## src/active_list_line_parser_defines.svh

```systemverilog
// Assertion macros shared by the active listing line parser RTL.
// Depends on signals named clock and reset in the including module.
`ifndef ACTIVE_LIST_LINE_PARSER_DEFINES_SVH
`define ACTIVE_LIST_LINE_PARSER_DEFINES_SVH

// Same-cycle implication, checked outside reset
`define ALP_ASSERT_NOW(lbl, ante, cons, msg) \
   lbl: assert property (@(posedge clock) disable iff (reset) (ante) |-> (cons)) \
      else $error(msg);

// Next-cycle implication, checked outside reset
`define ALP_ASSERT_NEXT(lbl, ante, cons, msg) \
   lbl: assert property (@(posedge clock) disable iff (reset) (ante) |=> (cons)) \
      else $error(msg);

`endif

```

## src/alp_pkg.sv

```systemverilog
// Types and constants for the active listing line parser.
// No dependencies; used by every module of the block.
`default_nettype none

package alp_pkg;

   // Output widths of offset/length fields and of mark fields
   localparam int OUT_OFS_BITS = 24;
   localparam int MARK_BITS    = 32;

   // Character codes
   localparam logic [7:0] CH_SPACE   = 8'h20;
   localparam logic [7:0] CH_TAB     = 8'h09;
   localparam logic [7:0] CH_NL      = 8'h0A;
   localparam logic [7:0] CH_ZERO    = 8'h30;
   localparam logic [7:0] CH_NINE    = 8'h39;

   // Line status codes
   localparam logic [1:0] STAT_OK       = 2'd0;
   localparam logic [1:0] STAT_NO_SPACE = 2'd1;
   localparam logic [1:0] STAT_NO_HIGH  = 2'd2;
   localparam logic [1:0] STAT_NO_LOW   = 2'd3;

   typedef enum logic [2:0] {
      PH_NAME     = 3'd0,
      PH_HIGH_WS  = 3'd1,
      PH_HIGH_DIG = 3'd2,
      PH_LOW_WS   = 3'd3,
      PH_LOW_DIG  = 3'd4,
      PH_FLAG     = 3'd5,
      PH_SKIP     = 3'd6
   } phase_type;

   typedef struct packed {
      logic [7:0] data_byte;
      logic       buffer_start;
   } req_type;

   typedef struct packed {
      logic [OUT_OFS_BITS-1:0] name_offset;
      logic [OUT_OFS_BITS-1:0] name_length;
      logic [MARK_BITS-1:0]    high_mark;
      logic [MARK_BITS-1:0]    low_mark;
      logic [7:0]              flag_char;
      logic [1:0]              status;
      logic                    saturated;
   } rsp_type;

endpackage

`default_nettype wire

```

## src/active_list_line_parser.sv

```systemverilog
// Active listing line parser: byte stream in, one record per text line out.
// Depends on alp_pkg, alp_parser, alp_acc10 and the assertion macro header.
//
// Usage:
//   req channel (req_valid/req_ready/req_payload) carries one text byte per
//   transaction plus buffer_start, which restarts offset and line state
//   before that byte is parsed.
//   rsp channel (rsp_valid/rsp_ready/rsp_payload) carries one record per
//   newline: name offset and length, high and low marks, flag byte, status
//   and a saturation flag. Other bytes produce no transaction.
//   Throughput: one byte per cycle while the rsp channel is not stalled. Each
//   byte is parsed combinationally between the input register and the result
//   register; the decimal accumulate is one multiply-by-ten adder.
//   A newline's record is registered in the result register and is valid on
//   rsp after the byte has passed through the input register.
//   Reset (synchronous, active high) empties both registers and returns the
//   parser to the start of a line at offset zero.
//   When rsp_ready is low with a record pending, the byte in the input
//   register waits and req_ready drops, whether or not that byte ends a
//   line; bytes flow again in the cycle rsp_ready returns high.
`default_nettype none
`include "active_list_line_parser_defines.svh"

module active_list_line_parser #(
   parameter int OFFSET_BITS = 24
) (
   input  wire logic             clock,
   input  wire logic             reset,
   input  wire logic             req_valid,
   output logic                  req_ready,
   input  wire alp_pkg::req_type req_payload,
   output logic                  rsp_valid,
   input  wire logic             rsp_ready,
   output alp_pkg::rsp_type      rsp_payload
);
   import alp_pkg::*;

   req_type req_ff;
   logic    req_valid_ff;
   rsp_type rsp_ff;
   logic    rsp_valid_ff;

   rsp_type rec;
   logic    rec_emit;
   logic    step;

   logic    rsp_err;
   logic    rsp_nospace;
   logic    rsp_marks_zero;

   // Parse the held byte when the result slot can take a record
   assign step      = req_valid_ff && (!rsp_valid_ff || rsp_ready);
   assign req_ready = !req_valid_ff || step;

   alp_parser #(
      .OFFSET_BITS (OFFSET_BITS)
   ) u_parser (
      .clock       (clock),
      .reset       (reset),
      .step_en     (step),
      .item        (req_ff),
      .record      (rec),
      .record_emit (rec_emit)
   );

   // Input register
   always_ff @(posedge clock) begin
      if (reset) begin
         req_valid_ff <= 1'b0;
      end else if (req_valid && req_ready) begin
         req_valid_ff <= 1'b1;
      end else if (step) begin
         req_valid_ff <= 1'b0;
      end
   end

   always_ff @(posedge clock) begin
      if (req_valid && req_ready) begin
         req_ff <= req_payload;
      end
   end

   // Result register
   always_ff @(posedge clock) begin
      if (reset) begin
         rsp_valid_ff <= 1'b0;
      end else if (step && rec_emit) begin
         rsp_valid_ff <= 1'b1;
      end else if (rsp_ready) begin
         rsp_valid_ff <= 1'b0;
      end
   end

   always_ff @(posedge clock) begin
      if (step && rec_emit) begin
         rsp_ff <= rec;
      end
   end

   assign rsp_valid   = rsp_valid_ff;
   assign rsp_payload = rsp_ff;

   // Record classes for the checks
   assign rsp_err        = rsp_valid_ff && (rsp_ff.status != STAT_OK);
   assign rsp_nospace    = rsp_valid_ff && (rsp_ff.status == STAT_NO_SPACE);
   assign rsp_marks_zero = (rsp_ff.high_mark == '0) && (rsp_ff.low_mark == '0);

   // Checks
   `ALP_ASSERT_NEXT(a_nl_makes_record, step && rec_emit, rsp_valid_ff, "newline gave no record")
   `ALP_ASSERT_NEXT(a_no_extra_record, step && !rec_emit, !rsp_valid_ff, "record without newline")
   `ALP_ASSERT_NOW(a_err_no_flag, rsp_err, rsp_ff.flag_char == 8'd0, "flag set on error record")
   `ALP_ASSERT_NOW(a_nospace_no_marks, rsp_nospace, rsp_marks_zero, "marks set without name space")

endmodule

`default_nettype wire

```

## src/alp_acc10.sv

```systemverilog
// Decimal digit accumulator: acc * 10 + digit, saturating at 32 bits.
// Depends on alp_pkg.
`default_nettype none

module alp_acc10 (
   input  wire logic [alp_pkg::MARK_BITS-1:0] acc,
   input  wire logic [3:0]                    digit,
   output logic      [alp_pkg::MARK_BITS-1:0] result,
   output logic                               overflow
);
   import alp_pkg::*;

   logic [MARK_BITS+3:0] wide;

   // x*10 = x*8 + x*2, one adder tree
   assign wide = {1'b0, acc, 3'b000} + {3'b000, acc, 1'b0} + (MARK_BITS+4)'(digit);
   assign overflow = |wide[MARK_BITS+3:MARK_BITS];
   assign result   = overflow ? {MARK_BITS{1'b1}} : wide[MARK_BITS-1:0];

endmodule

`default_nettype wire

```

## src/alp_parser.sv

```systemverilog
// Per-byte line parser: phase machine, offsets, accumulators, record build.
// Depends on alp_pkg and alp_acc10.
`default_nettype none

module alp_parser #(
   parameter int OFFSET_BITS = 24
) (
   input  wire logic             clock,
   input  wire logic             reset,
   input  wire logic             step_en,
   input  wire alp_pkg::req_type item,
   output alp_pkg::rsp_type      record,
   output logic                  record_emit
);
   import alp_pkg::*;

   localparam logic [OFFSET_BITS-1:0] NAME_MAX = {OFFSET_BITS{1'b1}};

   // Parse state
   phase_type              phase_ff, phase_in;
   logic [OFFSET_BITS-1:0] offset_ff, offset_in;
   logic [OFFSET_BITS-1:0] line_start_ff, line_start_in;
   logic [OFFSET_BITS-1:0] name_count_ff, name_count_in;
   logic [MARK_BITS-1:0]   high_ff, high_in;
   logic [MARK_BITS-1:0]   low_ff, low_in;
   logic [7:0]             flag_ff, flag_in;
   logic [1:0]             status_ff, status_in;
   logic                   ovf_ff, ovf_in;

   // Values after an optional buffer restart
   phase_type              ph_cur;
   logic [OFFSET_BITS-1:0] offset_cur, line_start_cur, name_cur;
   logic [MARK_BITS-1:0]   high_cur, low_cur;
   logic [7:0]             flag_cur;
   logic [1:0]             status_cur;
   logic                   ovf_cur;

   logic                   is_nl, is_digit, is_blank, sel_low;
   logic [MARK_BITS-1:0]   acc_sel, acc_res;
   logic                   acc_ovf;

   // Restart applies before the byte is parsed
   always_comb begin
      if (item.buffer_start) begin
         ph_cur         = PH_NAME;
         offset_cur     = '0;
         line_start_cur = '0;
         name_cur       = '0;
         high_cur       = '0;
         low_cur        = '0;
         flag_cur       = '0;
         status_cur     = STAT_OK;
         ovf_cur        = 1'b0;
      end else begin
         ph_cur         = phase_ff;
         offset_cur     = offset_ff;
         line_start_cur = line_start_ff;
         name_cur       = name_count_ff;
         high_cur       = high_ff;
         low_cur        = low_ff;
         flag_cur       = flag_ff;
         status_cur     = status_ff;
         ovf_cur        = ovf_ff;
      end
   end

   // Byte classes
   assign is_nl    = (item.data_byte == CH_NL);
   assign is_blank = (item.data_byte == CH_SPACE) || (item.data_byte == CH_TAB);
   assign is_digit = (item.data_byte >= CH_ZERO) && (item.data_byte <= CH_NINE);

   // One shared accumulator; only one number is being built at a time
   assign sel_low = (ph_cur == PH_LOW_WS) || (ph_cur == PH_LOW_DIG);
   assign acc_sel = sel_low ? low_cur : high_cur;

   alp_acc10 u_acc10 (
      .acc      (acc_sel),
      .digit    (item.data_byte[3:0]),
      .result   (acc_res),
      .overflow (acc_ovf)
   );

   // Next state and record
   always_comb begin
      phase_in      = ph_cur;
      name_count_in = name_cur;
      high_in       = high_cur;
      low_in        = low_cur;
      flag_in       = flag_cur;
      status_in     = status_cur;
      ovf_in        = ovf_cur;
      line_start_in = line_start_cur;
      offset_in     = offset_cur + OFFSET_BITS'(1);
      record_emit   = 1'b0;

      case (ph_cur)
         PH_NAME: begin
            if (item.data_byte == CH_SPACE) begin
               phase_in = PH_HIGH_WS;
            end else if (is_nl) begin
               status_in = STAT_NO_SPACE;
            end else if (name_cur < NAME_MAX) begin
               name_count_in = name_cur + OFFSET_BITS'(1);
            end
         end
         PH_HIGH_WS: begin
            if (is_digit) begin
               high_in  = acc_res;
               ovf_in   = ovf_cur | acc_ovf;
               phase_in = PH_HIGH_DIG;
            end else if (!is_blank) begin
               status_in = STAT_NO_HIGH;
               phase_in  = PH_SKIP;
            end
         end
         PH_HIGH_DIG: begin
            if (is_digit) begin
               high_in = acc_res;
               ovf_in  = ovf_cur | acc_ovf;
            end else if (is_blank) begin
               phase_in = PH_LOW_WS;
            end else begin
               status_in = STAT_NO_LOW;
               phase_in  = PH_SKIP;
            end
         end
         PH_LOW_WS: begin
            if (is_digit) begin
               low_in   = acc_res;
               ovf_in   = ovf_cur | acc_ovf;
               phase_in = PH_LOW_DIG;
            end else if (!is_blank) begin
               status_in = STAT_NO_LOW;
               phase_in  = PH_SKIP;
            end
         end
         PH_LOW_DIG: begin
            if (is_digit) begin
               low_in = acc_res;
               ovf_in = ovf_cur | acc_ovf;
            end else if (!is_nl) begin
               phase_in = PH_FLAG;
            end
         end
         PH_FLAG: begin
            if (!is_nl) begin
               flag_in = item.data_byte;
            end
            phase_in = PH_SKIP;
         end
         default: begin
            phase_in = PH_SKIP;
         end
      endcase

      // Record for the line just ended
      record.name_offset = OUT_OFS_BITS'(line_start_cur);
      record.name_length = OUT_OFS_BITS'(name_count_in);
      record.high_mark   = high_in;
      record.low_mark    = low_in;
      record.flag_char   = (status_in != STAT_OK) ? 8'd0 : flag_in;
      record.status      = status_in;
      record.saturated   = ovf_in;

      // Newline closes the line and clears its state
      if (is_nl) begin
         record_emit   = 1'b1;
         phase_in      = PH_NAME;
         name_count_in = '0;
         high_in       = '0;
         low_in        = '0;
         flag_in       = '0;
         status_in     = STAT_OK;
         ovf_in        = 1'b0;
         line_start_in = offset_cur + OFFSET_BITS'(1);
      end
   end

   // State registers
   always_ff @(posedge clock) begin
      if (reset) begin
         phase_ff      <= PH_NAME;
         offset_ff     <= '0;
         line_start_ff <= '0;
         name_count_ff <= '0;
         high_ff       <= '0;
         low_ff        <= '0;
         flag_ff       <= '0;
         status_ff     <= STAT_OK;
         ovf_ff        <= 1'b0;
      end else if (step_en) begin
         phase_ff      <= phase_in;
         offset_ff     <= offset_in;
         line_start_ff <= line_start_in;
         name_count_ff <= name_count_in;
         high_ff       <= high_in;
         low_ff        <= low_in;
         flag_ff       <= flag_in;
         status_ff     <= status_in;
         ovf_ff        <= ovf_in;
      end
   end

endmodule

`default_nettype wire
```

## config.mk

```make
export PLATFORM = sky130hd
export DESIGN_NAME = active_list_line_parser
export DESIGN_NICKNAME = d
export VERILOG_FILES = /design/src/alp_pkg.sv /design/src/active_list_line_parser.sv /design/src/alp_acc10.sv /design/src/alp_parser.sv
export VERILOG_INCLUDE_DIRS = /design/src /design/src/src
export SDC_FILE = /design/constraint.sdc
export NUM_CORES = 1
export LEC_CHECK = 0
export ABC_AREA = 1
export BUFFER_PORTS_ARGS = -buffer_cell sky130_fd_sc_hd__buf_2
export CORE_MARGIN = 3
export CORE_UTILIZATION = 55
export DETAILED_ROUTE_END_ITERATION = 10
export PLACE_DENSITY = 0.84
export SKIP_CTS_REPAIR_TIMING = 1
export SYNTH_ARGS = -nofsm -noshare
export SYNTH_HDL_FRONTEND = slang
export SYNTH_SLANG_ARGS = --single-unit
export TNS_END_PERCENT = 10
```

## constraint.sdc

```tcl
create_clock -name clock -period 5.7 [get_ports clock]
set_clock_uncertainty 0.15 [all_clocks]
set_input_delay 0.285 -clock clock [delete_from_list [all_inputs] [get_ports clock]]
set_output_delay 0.285 -clock clock [all_outputs]
set_load 0.02 [all_outputs]
```

Word level (Yosys, flattened, before mapping)
Cells that the tools add are included.
- add/sub/neg operators: 4
- multiply operators: 0
- divide/modulo/power cells: 0
- order comparisons: 3
- equality and inequality tests: 8
- shift operators: 0
- multiplexer cells: 51
- bitwise gates (word level): 1
- reductions and logical operators: 19
- operator list (cell ; count):
    32-bit 2-to-1 mux ; 10
    24-bit 2-to-1 mux ; 9
    24-bit by 1-bit adder with 24-bit output (second input constant) ; 2
    35-bit by 33-bit adder with 36-bit output ; 1
    36-bit by 4-bit adder with 36-bit output ; 1
    8-bit 2-to-1 mux ; 4
    3-bit 2-to-1 mux ; 9
    24-bit less-than comparator (second input constant) ; 1
    8-bit by 4-bit == test with 1-bit output (second input constant) ; 2
    2-bit 2-to-1 mux ; 8
    3-bit one-hot mux with 5 select lines ; 1
    1-bit 2-to-1 mux ; 9
    8-bit by 6-bit == test with 1-bit output (second input constant) ; 1
    8-bit by 6-bit greater-or-equal comparator with 1-bit output (second input constant) ; 1
    8-bit by 6-bit <= comparator with 1-bit output (second input constant) ; 1
    4-bit OR reduction ; 2
    3-bit by 2-bit == test with 1-bit output (second input constant) ; 2
    3-bit == test (second input constant) ; 2
    2-bit one-hot mux with 3 select lines ; 1
    2-bit nonzero test ; 3
    2-bit OR reduction ; 3
    1-bit logical AND ; 4
    1-bit logical OR ; 4
    3-bit by 1-bit == test with 1-bit output (second input constant) ; 1
    other kinds (3) ; 4
- register bits: 284
- latch bits: 0
- bits in writable memories: 0
- memory bits (read-only): 0
- bits of input ports: 13
- word-level logic and storage cells: 106
- memories: 0

Depth between registers and ports, before layout
Gate-level depths: netlist of the first run.
- depth in word-level cells: 11
- depth in mapped cells: 28
- depth with buffers taken out: 27

By module
A second synthesis of the first run with hierarchy kept.
- cell total of the unflattened synthesis: 2193
- area, all modules: 16468.3 µm²
- by module, submodules not included (module ; times used ; cells an instance ; area an instance (µm²) ; seq. area each (µm²)):
    alp_parser ; 1 ; 1468 ; 9075.0 ; 3002.9
    active_list_line_parser ; 1 ; 150 ; 4072.7 ; 4003.8
    alp_acc10 ; 1 ; 575 ; 3320.7 ; 0.0

Worst setup path before layout of the first run
Ideal clock, no wire load.
- path type: flip-flop to flip-flop
- start point: reg req_ff[7] in the netlist's numbering
- end point: reg rsp_ff (netlist bit rsp_payload[0]) (enable)
- arrival: 4.638 ns
- setup slack: 0.377 ns
- cell stages (with the launch flop): 7
- cells stage by stage: edfxtp_1 -> nor2_1 -> nand3_1 -> inv_1 -> nand2_1 -> nor2_1 -> clkbuf_1
- longest elaborated chain between the ends: 3
- ends and longest elaborated chain (what ; line ; source):
    from (decl) ; active_list_line_parser.sv:38 ; req_type req_ff;
    from (signal assigned) ; active_list_line_parser.sv:79 ; req_ff <= req_payload;
    8-bit by 4-bit == test with 1-bit output ; alp_parser.sv:68 ; assign is_nl = (item.data_byte == CH_NL);
    1-bit 2-to-1 mux ; alp_parser.sv:166 ; if (is_nl) begin
    1-bit logical AND ; active_list_line_parser.sv:95 ; if (step && rec_emit) begin
    to (signal assigned) ; active_list_line_parser.sv:96 ; rsp_ff <= rec;
    to (decl) ; active_list_line_parser.sv:40 ; rsp_type rsp_ff;
Every way passes these cells.
A chain may end at the register's enable or synchronous reset.

==> flow_summary.json, run 1 <==
{
  "outcome": "finished clean",
  "setup_tns_ns": 0,
  "start_util": 0.564,
  "syn-cell-area_mm2": 0.0164,
  "final_util": 0.639,
  "max_stage_delay_ns": 0.52,
  "worst_pin_slew_ns": 1.24,
  "met2_usage": 0.438,
  "grtUsageMet3": 0.0464,
  "finalSetupViolations": 0,
  "synth_flop_cell": "dfxtp_1",
  "path_max_fanout": 108,
  "cts_root_buffer": "clkbuf_16",
  "dieHeight_um": 179,
  "crit_required_ns": 5.87,
  "viasPerCell": 5.59,
  "wirelength_um": 44000,
  "ys_warn_count": 0,
  "numCtsBuffers": 30,
  "crit_path_frequent_cell": "nand2_1",
  "power_density_mw_per_mm2": 243,
  "fillCellCount": 2464,
  "wl_per_cell_um": 16.2,
  "io-pin-count": 138,
  "synth_edf_count": 132,
  "io_buffers": 137,
  "dieArea_mm2": 0.0319,
  "use_met1": 0.360,
  "overflow": 0,
  "insertion_delay_ns": 0.58,
  "synth-async-reset-ratio": 0,
  "syn-mean-instance-area_um2": 7.44,
  "grt_usage": 0.268,
  "synth_commonest_cells": "nand2_1 (588), inv_1 (274), nor2_1 (185)",
  "synth_nets": 2286,
  "ant_nets": 0,
  "fin_nets": 2384,
  "clock-sinks": 284,
  "h-tree-depth": 1,
  "relSlewSlack": 0.172,
  "timing.final.crit_share": 0.886,
  "hold_class": "primary input to flop",
  "crit_path_start_kind": "flop",
  "clk_path_buf_depth": 3,
  "firstDrtPassIters": 6,
  "period_minus_slack_ns": 5.05,
  "synth.distinct_cells": 52,
  "dr.first_iter.drc_count": 1501,
  "peakVddDrop_v": 0.000225,
  "yosys.cell_count.top_type": "nand2_1",
  "synth_seq_cells": 284,
  "endpoint_kind": "flop",
  "core-area_mm2": 0.0291,
  "clock.fmax_ghz": 0.198,
  "path_cells": "inv_4 -> buf_12 -> nand2_1 -> o21ai_0 -> ha_1 -> ha_1 -> nand2_1 -> inv_1 -> nand2_1 -> nand2_1 -> nand2_1 -> nand2_1 -> a21oi_1 -> nand2_1 -> nand2_1 -> nand2_1 -> nor2_4 -> buf_4 -> nand4_1 -> and2_1",
  "grt_pass1_vias": 14300,
  "clk_pin_slew_worst_paths_ns": 0.07,
  "busiest_layer": "met2",
  "num_antenna_cells": 0,
  "syn-instance-count": 2206,
  "finalMaxSlewViolations": 0,
  "synth_top_cell_area_share": 0.242,
  "maxCapViolations": 0,
  "crit_slowest_cell": "o21ai_0",
  "arrival_ns": 5.22,
  "rsz0062_at_grt": "no",
  "hold_viol": 0,
  "via_count": 15200,
  "grt_max_degree": 109,
  "area_growth_syn_to_layout_pct": 13.2,
  "drive_above_1_share": 0.112,
  "seq_area_frac_synth": 0.427,
  "drc": 0,
  "core.rowCount": 62,
  "power.leakage_uw": 0.00820,
  "synth_area_leader_cell": "edfxtp_1",
  "antenna_found_initial": 1,
  "dp_hpwl_um": 30000,
  "die_w_um": 179,
  "path_class": "flop to flop",
  "grt_pass1_wl_um": 70100,
  "synth_top_cells_by_area": "edfxtp_1 (24%), dfxtp_1 (19%), nand2_1 (13%)",
  "routabilityCongestion": 0.986,
  "cts_tree": "built"
}
## final timing paths
| check | cells past startpoint | startpoint | endpoint | slack (ns) |
|---|---|---|---|---|
| max | 20 | req_ff[0]$_DFFE_PP_ | rsp_payload[22]$_DFFE_PP_ | 0.65 |
| max reg2reg | 20 | req_ff[0]$_DFFE_PP_ | rsp_payload[22]$_DFFE_PP_ | 0.65 |
| min | 2 | reset | u_parser.flag_ff[1]$_SDFFE_PP0P_ | 0.10 |
| min reg2reg | 2 | u_parser.name_count_ff[16]$_SDFFE_PP0P_ | u_parser.name_count_ff[16]$_SDFFE_PP0P_ | 0.31 |
## kinds of logic after synthesis
family          count (synthesis)  synth area share
compound gates                285            0.0933
fa+ha+maj                      67            0.0520
flops                         284             0.427
xor+xnor                       55            0.0307
buf+inv                       387            0.0933
simple gates                 1128             0.304
## where the power goes
group	switching, uW	internal (uW)	leakage, uW
Clock	869	1330	0.000542
Combinational	131	37.4	0.00513
Sequential	12.8	2130	0.00252
## metal layers
metal | share of wire | vias to the layer above
li1 | - | 7367
met1 | 0.43 | 7077
met2 | 0.46 | 638
met3 | 0.084 | 86
met4 | 0.027 | 2
met5 | 0.00030 | -
## sequential cells by signal, summed over array words and instances, names as in the netlist, 3 cells and up
| signal | flops |
|---|---|
| u_parser.high_ff | 32 |
| u_parser.offset_ff | 24 |
| req_ff | 9 |
| u_parser.name_count_ff | 24 |
| u_parser.flag_ff | 8 |
| u_parser.phase_ff | 3 |
| u_parser.low_ff | 32 |
| u_parser.line_start_ff | 24 |
| rsp_payload | 123 |
## cells in the final DEF, fill, tap and decap left out, types with 8 or more instances in the layout
cell,synthesis,layout
nand2_1,588,587
nor3_1,20,20
nand2_2,10,10
nor2_2,8,9
a21oi_1,168,168
inv_2,11,11
dfxtp_1,152,152
edfxtp_1,132,132
nand4_1,74,74
o21bai_1,8,8
and2_1,66,66
inv_1,274,274
xnor2_1,20,20
dlygate4sd3_1,0,12
nor2_1,185,180
xor2_1,32,32
o21ai_0,78,78
ha_1,65,65
clkbuf_16,0,31
buf_4,3,15
nand3_1,151,151
buf_2,10,136
## worst max-delay path: cells and delay by family (launching register included)
kind                       cells  cell delay (ns)
and+or+nand+nor               12             1.69
buffers and inverters          4             0.98
AOI/OAI and AO/OA              2             0.72
adders and majority gates      2             0.69
DFF                            1             0.43
## area by class of cell
class	count	area [um^2]	area share
timing repair buffer	166	973	0.0524
tap	384	480	0.0259
multi-input combinational	1535	7910	0.426
inverter	287	1080	0.0581
clock buffer	34	797	0.0429
clock inverter	22	334	0.0180
sequential	284	7010	0.377
## stage by stage
stage | power, uW | worst slack (ns) | cell area [um^2] | std cells | hold slack [ns]
floorplan | 2300 | 0.377 | 16400 | 2206 | 0.234
global placement | 2340 | 0.893 | 17300 | 2644 | 0.302
detailed placement | 2350 | 0.741 | 17300 | 2644 | 0.305
CTS | 4530 | 0.727 | 18500 | 2700 | -0.279
global route | 4640 | 0.216 | 18600 | 2712 | 0.134
finish | 4520 | 0.649 | 18600 | 2712 | 0.102
(Power assumes the default switching activity.)
==> inputs of run 2 (changes only) <==
--- a/config.mk
+++ b/config.mk
@@ -6,12 +6,11 @@
 export SDC_FILE = /design/constraint.sdc
 export NUM_CORES = 1
 export LEC_CHECK = 0
-export ABC_AREA = 1
 export BUFFER_PORTS_ARGS = -buffer_cell sky130_fd_sc_hd__buf_2
 export CORE_MARGIN = 3
-export CORE_UTILIZATION = 55
+export CORE_UTILIZATION = 54
 export DETAILED_ROUTE_END_ITERATION = 10
-export PLACE_DENSITY = 0.84
+export PLACE_DENSITY = 0.83
 export SKIP_CTS_REPAIR_TIMING = 1
 export SYNTH_ARGS = -nofsm -noshare
 export SYNTH_HDL_FRONTEND = slang
==> flow_summary.json, run 2 <==
{
  "seq_area_frac_synth": 0.474,
  "io_buffers": 137,
  "relSlewSlack": 0.371,
  "crit_slowest_cell": "a21boi_0",
  "period_minus_slack_ns": 5.33,
  "cts_tree": "built",
  "path_cells": "or2_1 -> a21oi_1 -> and2_1 -> buf_12 -> nand2_1 -> a21oi_1 -> ha_1 -> ha_1 -> a21oi_1 -> o211ai_1 -> a21boi_0 -> a21boi_0 -> a2bb2oi_2 -> nand4_4 -> buf_12 -> nor2_1 -> o21ai_0",
  "crit_path_frequent_cell": "a21oi_1",
  "synth_flop_cell": "dfxtp_1",
  "finalSetupViolations": 0,
  "grt_max_degree": 98,
  "synth_xor_area_frac": 0.0432,
  "h-tree-depth": 1,
  "syn-mean-instance-area_um2": 9.11,
  "hold_class": "primary input to flop",
  "clock.fmax_ghz": 0.188,
  "insertion_delay_ns": 0.57,
  "path_class": "flop to flop",
  "crit_buf_inv": 2,
  "synth-simple-area-share": 0.216,
  "syn-cell-area_mm2": 0.0148,
  "area_growth_syn_to_layout_pct": 14.2,
  "cpLargestDelayFamily": "compound AO/OA/AOI/OAI gates",
  "synth_seq_cells": 284,
  "core.rowCount": 59,
  "routabilityCongestion": 0.919,
  "synth_top_cells_by_area": "edfxtp_1 (27%), dfxtp_1 (21%), nand2_1 (5.5%)",
  "endpoint_kind": "flop",
  "crit_path_start_kind": "flop",
  "dieHeight_um": 171,
  "arrival_ns": 5.46,
  "fillCellCount": 2101,
  "dp_hpwl_um": 24400,
  "peakVddDrop_v": 0.000358,
  "placed_cell_area_mm2": 0.0157,
  "dr.first_iter.drc_count": 1161,
  "worst_pin_slew_ns": 0.936,
  "path_max_fanout": 33,
  "stdcell_area_mm2": 0.0169,
  "grt_usage": 0.241,
  "synth_commonest_cells": "nand2_1 (218), dfxtp_1 (152), nor2_1 (147)",
  "layout_commonest_cell": "nand2_1",
  "rsz0062_at_grt": "no",
  "numCtsBuffers": 30,
  "io-pin-count": 138,
  "firstDrtPassIters": 5,
  "finalMaxSlewViolations": 0,
  "grt_pass1_wl_um": 58600,
  "clock-sinks": 284,
  "setup_tns_ns": 0,
  "core-area_mm2": 0.0265,
  "overflow": 0,
  "antenna_found_initial": 0,
  "syn-instance-count": 1623,
  "fin_hold_ws_ns": 0.260,
  "wl_per_cell_um": 17.8,
  "synth_top_cell_area_share": 0.268,
  "crit_required_ns": 5.83,
  "clk_pin_slew_worst_paths_ns": 0.07,
  "drive_above_1_share": 0.157,
  "synth_area_leader_cell": "edfxtp_1",
  "synth_fa_ha_area_frac": 0.0577,
  "synth-compound-area-share": 0.168,
  "outcome": "finished clean",
  "largest_register_ffs": 123,
  "cts_root_buffer": "clkbuf_16",
  "power_density_mw_per_mm2": 257,
  "final_util": 0.637,
  "die_w_um": 171,
  "hold_viol": 0,
  "dieArea_mm2": 0.0294,
  "yosys.cell_count.top_type": "nand2_1",
  "synth_nets": 1703,
  "seq_area_mm2": 0.00701,
  "num_antenna_cells": 0,
  "multi_input_area_mm2": 0.00726,
  "synth-async-reset-ratio": 0,
  "via_count": 12400,
  "synth.distinct_cells": 87,
  "ys_warn_count": 0,
  "ant_nets": 0,
  "maxCapViolations": 0,
  "wirelength_um": 36900,
  "p_total_uw": 4340,
  "start_util": 0.558,
  "drc": 0,
  "power.leakage_uw": 0.00650,
  "clk_path_buf_depth": 3,
  "mostFrequentLayoutCells": "nand2_1 (217), dfxtp_1 (152), nor2_1 (145)",
  "synth_top_family_by_area": "simple AND/OR/NAND/NOR gates",
  "timing.final.crit_share": 0.936,
  "viasPerCell": 5.98,
  "fin_nets": 1801,
  "synth_edf_count": 132,
  "grt_pass1_vias": 11500,
  "max_stage_delay_ns": 0.49,
  "synthMuxAreaShare": 0.00440
}
[run 2: changes by cell type after synthesis, moves of 50 or more]
| cell | delta |
|---|---|
| a21oi_1 | -51 |
| and2_1 | -56 |
| inv_1 | -250 |
| nand2_1 | -370 |
| nand3_1 | -58 |
| nand4_1 | -50 |
| o21ai_1 | +86 |
[run 2: logic make-up (layout without fill, tap and decap cells)]
kind of cell / count (synthesis) / in the layout
flip-flops: 284 / 284
multiplexers: 6 / 6
buffers and inverters: 131 / 253
AO/OA/AOI/OAI: 413 / 413
adder cells (fa/ha/maj): 67 / 67
XOR/XNOR: 72 / 72
AND/OR/NAND/NOR: 650 / 650
[run 2: per-layer routing]
metal	track usage	vias to the layer above	share of wire
met5	0	-	0
met4	0.0717	0	0.022
met3	0.0361	71	0.073
met2	0.376	495	0.46
met1	0.351	5883	0.45
li1	-	5989	-
[run 2: cell type report]
type | count | area share
timing repair buffer | 172 | 0.0610
clock buffer | 36 | 0.0481
clock inverter | 20 | 0.0154
sequential | 284 | 0.415
inverter | 25 | 0.00585
tap | 335 | 0.0248
multi-input combinational | 1208 | 0.430
[run 2: stage by stage]
stage | worst slack [ns] | instances
final | 0.367 | 2080
after global routing | 0.00861 | 2080
after CTS | 0.350 | 2067
after detailed placement | 0.361 | 2011
after global placement | 0.537 | 2011
after floorplan | 0.158 | 1623
[run 2: power breakdown]
| group | switching [uW] | leakage, uW | internal [uW] |
|---|---|---|---|
| sequential | 12.9 | 0.00264 | 2130 |
| clock | 850 | 0.000514 | 1210 |
| combinational | 106 | 0.00334 | 31.2 |
[run 2: worst register-to-register path, cell delays in order (launching register included)]
cell and delay (ns):
dfxtp_1 0.43, or2_1 0.29, a21oi_1 0.18, and2_1 0.19, buf_12 0.21, nand2_1 0.10, a21oi_1 0.27, ha_1 0.29
ha_1 0.41, a21oi_1 0.30, o211ai_1 0.14, a21boi_0 0.49, a21boi_0 0.42, a2bb2oi_2 0.23, nand4_4 0.31, buf_12 0.28
nor2_1 0.24, o21ai_0 0.12
[run 2: worst paths after layout]
kind	start	end	slack [ns]	cells past startpoint
max	u_parser.phase_ff[1]$_SDFFE_PP0P_	rsp_payload[48]$_DFFE_PP_	0.37	17
min	req_payload[7]	req_ff[7]$_DFFE_PP_	0.26	2
max reg2reg	u_parser.phase_ff[1]$_SDFFE_PP0P_	rsp_payload[48]$_DFFE_PP_	0.37	17
min reg2reg	u_parser.low_ff[31]$_SDFFE_PP0P_	u_parser.low_ff[31]$_SDFFE_PP0P_	0.32	2
